==> src/hw/rtl/pbme_pkg.sv <==
package pbme_pkg;

   localparam int DATA_W  = 32;
   localparam int PHASE_W = 16;
   localparam int BSIZE_W = 5;
   localparam int LIMIT_W = 16;
   localparam int CSR_AW  = 4;
   localparam int CSR_DW  = 32;

   // request kinds carried on req_tuser
   localparam logic MODE_INSERT = 1'b0;
   localparam logic MODE_FLUSH  = 1'b1;

   // register indexes, byte address = 4 * index
   localparam logic [1:0] REG_BATCH_SIZE  = 2'd0;
   localparam logic [1:0] REG_PERIOD      = 2'd1;
   localparam logic [1:0] REG_BATCH_LIMIT = 2'd2;

   typedef enum logic [2:0] {
      ST_IDLE,
      ST_INS_RD,
      ST_INS_CMP,
      ST_PHASE,
      ST_TRY,
      ST_EMIT_RD,
      ST_EMIT_WAIT,
      ST_EMIT_OUT
   } state_type;

endpackage

==> src/hw/rtl/pbme_ctrl.sv <==
module pbme_ctrl import pbme_pkg::*; #(
   parameter int DEPTH = 256,
   parameter int AW    = 8,
   parameter int CW    = 9,
   parameter int KW    = 5
) (
   input  logic                     clock,
   input  logic                     reset,
   input  logic                     req_valid,
   output logic                     req_ready,
   input  logic                     req_mode,
   input  logic signed [DATA_W-1:0] req_value,
   output logic                     rsp_valid,
   input  logic                     rsp_ready,
   output logic signed [DATA_W-1:0] rsp_value,
   output logic                     rsp_last,
   input  logic [KW-1:0]            batch_k,
   input  logic [PHASE_W-1:0]       period_eff,
   input  logic                     batches_avail,
   output logic                     take_batch,
   output logic                     mem_wr_en,
   output logic [AW-1:0]            mem_wr_addr,
   output logic signed [DATA_W-1:0] mem_wr_data,
   output logic                     mem_rd_en,
   output logic [AW-1:0]            mem_rd_addr,
   input  logic signed [DATA_W-1:0] mem_rd_data
);

   localparam logic [AW-1:0] LAST_ADDR = AW'(DEPTH - 1);
   localparam int SW = CW + 1;
   localparam int MW = (CW > KW) ? CW : KW;

   state_type                state_ff, state_in;
   logic [CW-1:0]            count_ff, count_in;
   logic [AW-1:0]            head_ff, head_in;
   logic [AW-1:0]            pos_ff, pos_in;
   logic [AW-1:0]            wr_addr_ff, wr_addr_in;
   logic signed [DATA_W-1:0] key_ff, key_in;
   logic [PHASE_W-1:0]       phase_ff, phase_in;
   logic [KW-1:0]            remain_ff, remain_in;
   logic                     rsp_valid_ff, rsp_valid_in;
   logic signed [DATA_W-1:0] rsp_value_ff, rsp_value_in;
   logic                     rsp_last_ff, rsp_last_in;

   logic                     store_full;
   logic [SW-1:0]            tail_sum;
   logic [AW-1:0]            tail_addr;
   logic [AW-1:0]            wr_addr_dec;
   logic [PHASE_W:0]         phase_next;
   logic                     phase_hit;
   logic                     batch_ok;
   logic                     entry_above;

   assign store_full  = (count_ff == CW'(DEPTH));
   assign tail_sum    = SW'(head_ff) + SW'(count_ff);
   assign tail_addr   = (tail_sum >= SW'(DEPTH)) ? AW'(tail_sum - SW'(DEPTH)) : AW'(tail_sum);
   assign wr_addr_dec = (wr_addr_ff == '0) ? LAST_ADDR : wr_addr_ff - 1'b1;
   assign phase_next  = {1'b0, phase_ff} + 1'b1;
   assign phase_hit   = (phase_next >= {1'b0, period_eff});
   assign batch_ok    = batches_avail && (MW'(count_ff) >= MW'(batch_k));
   // the shared comparator: stored entry against the key being placed
   assign entry_above = (mem_rd_data > key_ff);

   always_comb begin
      state_in = state_ff;
      case (state_ff)
         ST_IDLE: begin
            if (req_valid) begin
               if (req_mode == MODE_FLUSH) begin
                  state_in = ST_TRY;
               end else if (!store_full) begin
                  state_in = ST_INS_RD;
               end else begin
                  state_in = ST_PHASE;
               end
            end
         end
         ST_INS_RD: begin
            state_in = (pos_ff == '0) ? ST_PHASE : ST_INS_CMP;
         end
         ST_INS_CMP: begin
            state_in = entry_above ? ST_INS_RD : ST_PHASE;
         end
         ST_PHASE: begin
            state_in = phase_hit ? ST_TRY : ST_IDLE;
         end
         ST_TRY: begin
            state_in = batch_ok ? ST_EMIT_RD : ST_IDLE;
         end
         ST_EMIT_RD: begin
            state_in = ST_EMIT_WAIT;
         end
         ST_EMIT_WAIT: begin
            state_in = ST_EMIT_OUT;
         end
         ST_EMIT_OUT: begin
            if (rsp_ready) begin
               state_in = (remain_ff == '0) ? ST_IDLE : ST_EMIT_RD;
            end
         end
         default: begin
            state_in = ST_IDLE;
         end
      endcase
   end

   always_comb begin
      count_in     = count_ff;
      head_in      = head_ff;
      pos_in       = pos_ff;
      wr_addr_in   = wr_addr_ff;
      key_in       = key_ff;
      phase_in     = phase_ff;
      remain_in    = remain_ff;
      rsp_valid_in = rsp_valid_ff;
      rsp_value_in = rsp_value_ff;
      rsp_last_in  = rsp_last_ff;
      req_ready    = 1'b0;
      take_batch   = 1'b0;
      mem_wr_en    = 1'b0;
      mem_wr_addr  = wr_addr_ff;
      mem_wr_data  = key_ff;
      mem_rd_en    = 1'b0;
      mem_rd_addr  = wr_addr_dec;
      case (state_ff)
         ST_IDLE: begin
            req_ready = 1'b1;
            if (req_valid) begin
               key_in     = req_value;
               pos_in     = count_ff[AW-1:0];
               wr_addr_in = tail_addr;
            end
         end
         ST_INS_RD: begin
            if (pos_ff == '0) begin
               mem_wr_en = 1'b1;
               count_in  = count_ff + 1'b1;
            end else begin
               mem_rd_en = 1'b1;
            end
         end
         ST_INS_CMP: begin
            mem_wr_en = 1'b1;
            if (entry_above) begin
               // shift the larger entry up one place
               mem_wr_data = mem_rd_data;
               wr_addr_in  = wr_addr_dec;
               pos_in      = pos_ff - 1'b1;
            end else begin
               count_in = count_ff + 1'b1;
            end
         end
         ST_PHASE: begin
            phase_in = phase_hit ? '0 : phase_next[PHASE_W-1:0];
         end
         ST_TRY: begin
            if (batch_ok) begin
               take_batch = 1'b1;
               remain_in  = batch_k;
            end
         end
         ST_EMIT_RD: begin
            mem_rd_en   = 1'b1;
            mem_rd_addr = head_ff;
         end
         ST_EMIT_WAIT: begin
            rsp_valid_in = 1'b1;
            rsp_value_in = mem_rd_data;
            rsp_last_in  = (remain_ff == KW'(1));
            head_in      = (head_ff == LAST_ADDR) ? '0 : head_ff + 1'b1;
            count_in     = count_ff - 1'b1;
            remain_in    = remain_ff - 1'b1;
         end
         ST_EMIT_OUT: begin
            if (rsp_ready) begin
               rsp_valid_in = 1'b0;
            end
         end
         default: begin
         end
      endcase
   end

   always_ff @(posedge clock) begin
      if (reset) begin
         state_ff     <= ST_IDLE;
         count_ff     <= '0;
         head_ff      <= '0;
         phase_ff     <= '0;
         rsp_valid_ff <= 1'b0;
      end else begin
         state_ff     <= state_in;
         count_ff     <= count_in;
         head_ff      <= head_in;
         phase_ff     <= phase_in;
         rsp_valid_ff <= rsp_valid_in;
      end
   end

   always_ff @(posedge clock) begin
      pos_ff       <= pos_in;
      wr_addr_ff   <= wr_addr_in;
      key_ff       <= key_in;
      remain_ff    <= remain_in;
      rsp_value_ff <= rsp_value_in;
      rsp_last_ff  <= rsp_last_in;
   end

   assign rsp_valid = rsp_valid_ff;
   assign rsp_value = rsp_value_ff;
   assign rsp_last  = rsp_last_ff;

endmodule

==> config.mk <==
export PLATFORM = sky130hd
export DESIGN_NAME = pbme_ctrl
export DESIGN_NICKNAME = d
export VERILOG_FILES = /design/src/hw/rtl/pbme_pkg.sv /design/src/hw/rtl/pbme_ctrl.sv
export SDC_FILE = /design/constraint.sdc
export NUM_CORES = 1
export LEC_CHECK = 0
export BUFFER_PORTS_ARGS = -buffer_cell sky130_fd_sc_hd__buf_2
export CAP_MARGIN = 20
export CORE_ASPECT_RATIO = 0.5
export CORE_MARGIN = 2
export CORE_UTILIZATION = 55
export DETAILED_ROUTE_END_ITERATION = 12
export HOLD_SLACK_MARGIN = 0.12
export PLACE_DENSITY = 0.81
export SLEW_MARGIN = 10
export SYNTH_ARGS = -nofsm -noshare
export SYNTH_HDL_FRONTEND = slang
export SYNTH_SLANG_ARGS = --single-unit
==> constraint.sdc <==
create_clock -name clock -period 8.3 [get_ports clock]
set_input_delay 0.83 -clock clock [delete_from_list [all_inputs] [get_ports clock]]
set_output_delay 0.83 -clock clock [all_outputs]
set_load 0.01 [all_outputs]
==> results of run 1 <==
-- how the worst min path moves through the flow --
stage	from	to	slack [ps]
floorplan	count_ff[8]	count_ff[8]	460
global placement	rsp_valid	rsp_valid	450
detailed placement	rsp_valid	rsp_valid	460
CTS	rsp_valid	rsp_valid	470
global route	rsp_valid	rsp_valid	490
finish	rsp_valid	rsp_valid	470
-- routing by layer --
layer | part of all wire [%] | wire length, um | up-vias | global-route usage [%]
met2 | 49 | 8592 | 201 | 41.06
met1 | 44 | 7603 | 2895 | 30.12
li1 | - | - | 3010 | -
met3 | 6.4 | 1113 | 14 | 5.179
met5 | 0 | 0 | - | 0
met4 | 0.88 | 154 | 0 | 5.439
-- layout by cell type, fill, tap and decap left out, types with 8 or more instances in the layout --
master and n:
a21o_1 12, a21oi_1 52, a22o_1 12, a31oi_1 9, buf_2 176, clkbuf_16 17, dfxtp_1 37, edfxtp_1 86
ha_1 75, inv_1 71, nand2_1 47, nand2_2 30, nand2b_1 12, nand3_1 16, nand4_1 13, nor2_1 47
nor2b_1 8, nor3_1 9, o21ai_0 17, o21ai_1 11, o21ai_2 31, or3_1 9, or4_1 10, xnor2_1 26
xor2_1 18
-- layout make-up --
cell class / count / area (um2) / area share (%)
timing repair buffer: 181 / 930.9 / 10.19
clock inverter: 12 / 125.1 / 1.370
multi-input combinational: 526 / 3825 / 41.89
inverter: 72 / 270.3 / 2.960
clock buffer: 20 / 436.7 / 4.782
sequential: 123 / 3323 / 36.39
tap: 176 / 220.2 / 2.412
-- per-stage QoR --
step / power, W / cells / setup WS, ps / utilization [%]
5_1_grt: 0.002764 / 1110 / 3716 / 67.57
4_1_cts: 0.002613 / 1109 / 3906 / 67.43
2_1_floorplan: 0.001599 / 744 / 4024 / -
3_3_place_gp: 0.001868 / 1077 / 3971 / 63.27
6_report: 0.002612 / 1110 / 3917 / 67.57
3_5_place_dp: 0.001899 / 1077 / 3916 / 63.27
-- logic make-up after synthesis --
kind of cell | Yosys count | synth area share, %
buffers and inverters | 95 | 5.968
AND/OR/NAND/NOR | 228 | 16.01
flip-flops | 123 | 43.79
adder cells (fa/ha/maj) | 77 | 12.89
AO/OA/AOI/OAI | 171 | 15.40
XOR/XNOR | 44 | 5.077
multiplexers | 6 | 0.8737
-- sequential cells by signal, summed over array words and instances, names as in the netlist --
name / count
pos_ff: 8
remain_ff: 5
rsp_last: 1
rsp_valid: 1
phase_ff: 16
key_ff: 32
mem_wr_addr: 8
rsp_value: 32
head_ff: 8
count_ff: 9
state_ff: 3
-- power breakdown --
group          internal (W)  switching, W
clock              0.000440      0.000270
combinational      0.000387      0.000600
sequential         0.000824     0.0000908
-- worst max-delay path, cell delays in order --
cell and delay, ps:
buf_2 120, ha_1 320, a21oi_1 160, nand2_1 70, a221o_1 390, a2111oi_4 370, nand2_2 140, mux2i_4 190
buf_4 460, mux2_1 370, buf_2 140
==> flow_summary.yaml, run 1 <==
status:
  status: "finished clean"
logic_synthesis:
  yosysUniqueCellTypes: 60
  synthTopCellsByCount: "86 x edfxtp_1, 75 x ha_1, 72 x inv_1"
  yosysMostFrequentCell: "edfxtp_1"
  syn_avg_cell_area_um2: 10.20
  yosysSeqAreaShare_pct: 43.79
  synthCells: 744
  synthArstFlopShare_pct: 0
  yosysWarnings: 0
  synth_nets: 912
  syn_area_um2: 7590
  ys_seq_elements: 123
  yosysTopAreaCell: "edfxtp_1"
  yosysTopAreaCellShare_pct: 34.03
  synth_area_leaders: "edfxtp_1 34%, ha_1 12%, dfxtp_1 9.8%"
  synth-edff-count: 86
  synth_ff_type: "edfxtp_1"
critical_path:
  reg2reg_slack_ps: 4530
  crit_fanout: 33
  cp.required_ps: 7470
  cp.arrival_ps: 3550
  r2r-start: "phase_ff[2]"
  worstReg2RegEnd: "phase_ff[2]"
  cp-start-kind: "primary input"
  crit_path_end: "mem_wr_data[0]"
  criticalPathCategory: "primary input to output port"
  rr_worst_depth: 13
  critPathLaunch: "mem_rd_data[22]"
  end_kind: "output port"
place:
  dpl.hpwl_um: 12840
  portBuffers: 176
  gp_congestion: 0.8485
  place_area_um2: 8549
hold_path:
  whs_path_depth: 2
  hp-class: "flip-flop to flip-flop"
route:
  wl_um: 17460
  vias_per_cell: 5.514
  drtAntennaViolNets: 0
  dr_total_vias: 6120
  first_pass_iters: 5
  initialDrtViolationCount: 416
  routedWlPerCell_um: 15.73
  drc: 0
cts:
  cts_tree: "yes"
  insertion_delay_ps: 410
  cts.sinks: 123
  holdBufCountCts: 0
  cts_buffers: 17
  clock_tree.htree_level_count: 4
  clock-root-buffer: "clkbuf_16"
  clk_transition_reported_paths_ps: 50
  cts_resized: 0
  postCtsSetupRepairBufs: 0
  cts.path.max_buffers: 2
floorplan:
  dieHeight_um: 87.07
  start_util_pct: 56.17
  dieArea_um2: 14810
  coreArea_um2: 13510
  chipWidth_um: 170.1
  ios: 177
  num_rows: 30
global_route:
  grt_pass1_vias: 5796
  antenna_found_initial: 0
  grt_pass1_wl_um: 27480
  grt_max_degree: 52
  grt_overflow: 0
  grt_use_total_pct: 23.47
sta:
  clock_skew_ps: 9.511
  final.setup.tns_ps: 0
  post-route-period-util_pct: 52.81
  relSlewSlack_pct: 30.82
  grt_setup_unrepaired: "false"
  slew_viol_final: 0
  setup_violations: 0
  final.min_clock_period_ps: 4383
  hold_ws_ps: 469.2
  hold_viol: 0
  max_freq_mhz: 228.1
  worst_pin_slew_ps: 1034
layout:
  antenna_cells: 0
  design_area_um2: 9131
  fillCellCount: 1051
  synthToLayoutAreaGrowth_pct: 20.31
  drive_gt1_share_pct: 30.51
  nets: 1089
power:
  ir_drop_uv: 157.9
  total_leakage_power_nw: 4.080
  p_per_area_nw_per_um2: 286.0
flow_run:
  cap_violations: 0
Note: power is estimated with default switching activity, not from simulation.
==> run 2: changes to the inputs <==
- clock period: 8.3 -> 4.1 ns (I/O delays scaled with it)
==> flow_summary.yaml, run 2 (same netlist as run 1, synthesis figures left out) <==
floorplan:
  chipWidth_um: 170.1
  start_util_pct: 56.17
  dieHeight_um: 87.07
  ios: 177
  dieArea_um2: 14810
  coreArea_um2: 13510
  num_rows: 30
status:
  status: "finished clean"
power:
  total_leakage_power_nw: 4.144
  ir_drop_uv: 359.8
  p_per_area_nw_per_um2: 587.6
sta:
  final.min_clock_period_ps: 3803
  relSlewSlack_pct: 33.36
  worst_pin_slew_ps: 996.0
  final.setup.tns_ps: 0
  post-route-period-util_pct: 92.75
  slew_viol_final: 0
  clock_skew_ps: 13.12
  hold_viol: 0
  max_freq_mhz: 263.0
  grt_setup_unrepaired: "false"
  setup_violations: 0
layout:
  final_common_cell: "buf_2"
  drive_gt1_share_pct: 31.38
  synthToLayoutAreaGrowth_pct: 21.71
  fillCellCount: 1023
  design_area_um2: 9238
  final_cell_mix: "176 x buf_2, 86 x edfxtp_1, 75 x ha_1"
  nets: 1095
  antenna_cells: 0
route:
  drtAntennaViolNets: 0
  routedWlPerCell_um: 15.33
  drc: 0
  dr_total_vias: 6082
  wl_um: 17110
  first_pass_iters: 5
  initialDrtViolationCount: 362
  vias_per_cell: 5.450
global_route:
  grt_max_degree: 34
  grtUsageMet2_pct: 39.80
  grt-busiest-layer: "met2"
  grt_pass1_wl_um: 26880
  grt_use_total_pct: 22.91
  met3_usage_pct: 4.271
  grt_overflow: 0
  grt_pass1_vias: 5810
  antenna_found_initial: 0
  grt_use_met1_pct: 29.50
critical_path:
  reg2reg_slack_ps: 630
  crit_chain: "inv_1 -> ha_1 -> a21oi_1 -> o21ai_1 -> a221o_1 -> a2111oi_4 -> nand2_2 -> mux2i_4 -> buf_4 -> nand2_2 -> o21ai_2 -> buf_2"
  crit_fanout: 17
  worstReg2RegEnd: "phase_ff[2]"
  cp_slowest_cell: "mux2i_4"
  criticalPathCategory: "flip-flop to output port"
  cp-start-kind: "flip-flop"
  rr_worst_depth: 14
  cp.required_ps: 3690
  slowest_delay_ps: 550
  r2r-start: "phase_ff[2]"
  cp.arrival_ps: 3390
  end_kind: "output port"
  critPathBufInv: 3
  crit_family: "compound AO/OA/AOI/OAI gates"
  crit_path_frequent_cell: "nand2_2"
place:
  dpl.hpwl_um: 12790
  gp_congestion: 0.8804
  portBuffers: 176
  place_area_um2: 8627
flow_run:
  cap_violations: 0
cts:
  clk_transition_reported_paths_ps: 60
  clock_tree.htree_level_count: 4
  cts.sinks: 123
  insertion_delay_ps: 410
  cts_resized: 0
  clock-root-buffer: "clkbuf_16"
  postCtsSetupRepairBufs: 0
  cts_tree: "yes"
  cts.path.max_buffers: 2
  holdBufCountCts: 0
  cts_buffers: 17
hold_path:
  hp-class: "primary input to flip-flop"
  holdPathEnd: "key_ff[7]"
  whs_path_depth: 1
  worstHoldStart: "req_value[7]"
==> run 2: final cells by class <==
type / count / area (um2) / share of cell area, %
Timing Repair Buffer: 187 / 988.4 / 10.70
Sequential cell: 123 / 3323 / 35.97
Multi-Input combinational cell: 526 / 3825 / 41.41
Clock buffer: 17 / 425.4 / 4.605
Clock inverter: 15 / 185.2 / 2.005
Tap cell: 176 / 220.2 / 2.384
Inverter: 72 / 270.3 / 2.926
==> run 2: worst register-to-register path, stage by stage (launching register included) <==
cell and delay (ps):
dfxtp_1 440, and4_1 260, and3_1 250, nand4_2 160, nor3_1 260, xor2_1 210
ha_1 270, a21o_1 160, a21oi_1 170, o21ai_2 90, or4_1 480, o21ai_2 130
buf_4 230, a21oi_1 100, mux2i_1 180
==> run 2: routing by layer <==
| layer | wire length (um) | vias to the layer above | share of wire, % |
|---|---|---|---|
| met5 | 0 | - | 0 |
| met3 | 901 | 21 | 5.3 |
| li1 | - | 3026 | - |
| met4 | 231 | 0 | 1.4 |
| met2 | 8296 | 186 | 48 |
| met1 | 7682 | 2849 | 45 |
==> run 2: through the flow <==
| step | hold slack [ps] | util [%] | setup slack [ps] | instances | power [W] |
|---|---|---|---|---|---|
| final | 168.9 | 68.36 | 297.1 | 1116 | 0.005428 |
| after global routing | 152.9 | 68.36 | 10.39 | 1116 | 0.005748 |
| after CTS | 161.7 | 68.36 | 255.9 | 1116 | 0.005450 |
| after detailed placement | 475.3 | 63.84 | 554.8 | 1084 | 0.003881 |
| after global placement | 453.4 | 63.84 | 596.6 | 1084 | 0.003811 |
| after floorplan | 460.7 | - | 530.1 | 744 | 0.003235 |
==> run 2: how the worst max path moves through the flow <==
stage / start / endpoint / slack (ps) / cells past startpoint
2_1_floorplan: state_ff[2] / count_ff[7] / 530 / 13
3_3_place_gp: mem_rd_data[22] / mem_wr_data[30] / 600 / 12
3_5_place_dp: mem_rd_data[22] / mem_wr_data[29] / 550 / 12
4_1_cts: key_ff[17] / mem_wr_data[29] / 260 / 12
5_1_grt: key_ff[17] / mem_wr_data[27] / 10 / 12
6_report: key_ff[17] / mem_wr_data[29] / 300 / 12
==> run 2: power by group <==
part           total [W]  switching, W  leakage, nW  internal, W
registers        0.00184      0.000172         1.10      0.00167
clock network    0.00156      0.000595        0.301     0.000969
logic            0.00203       0.00121         2.74     0.000816
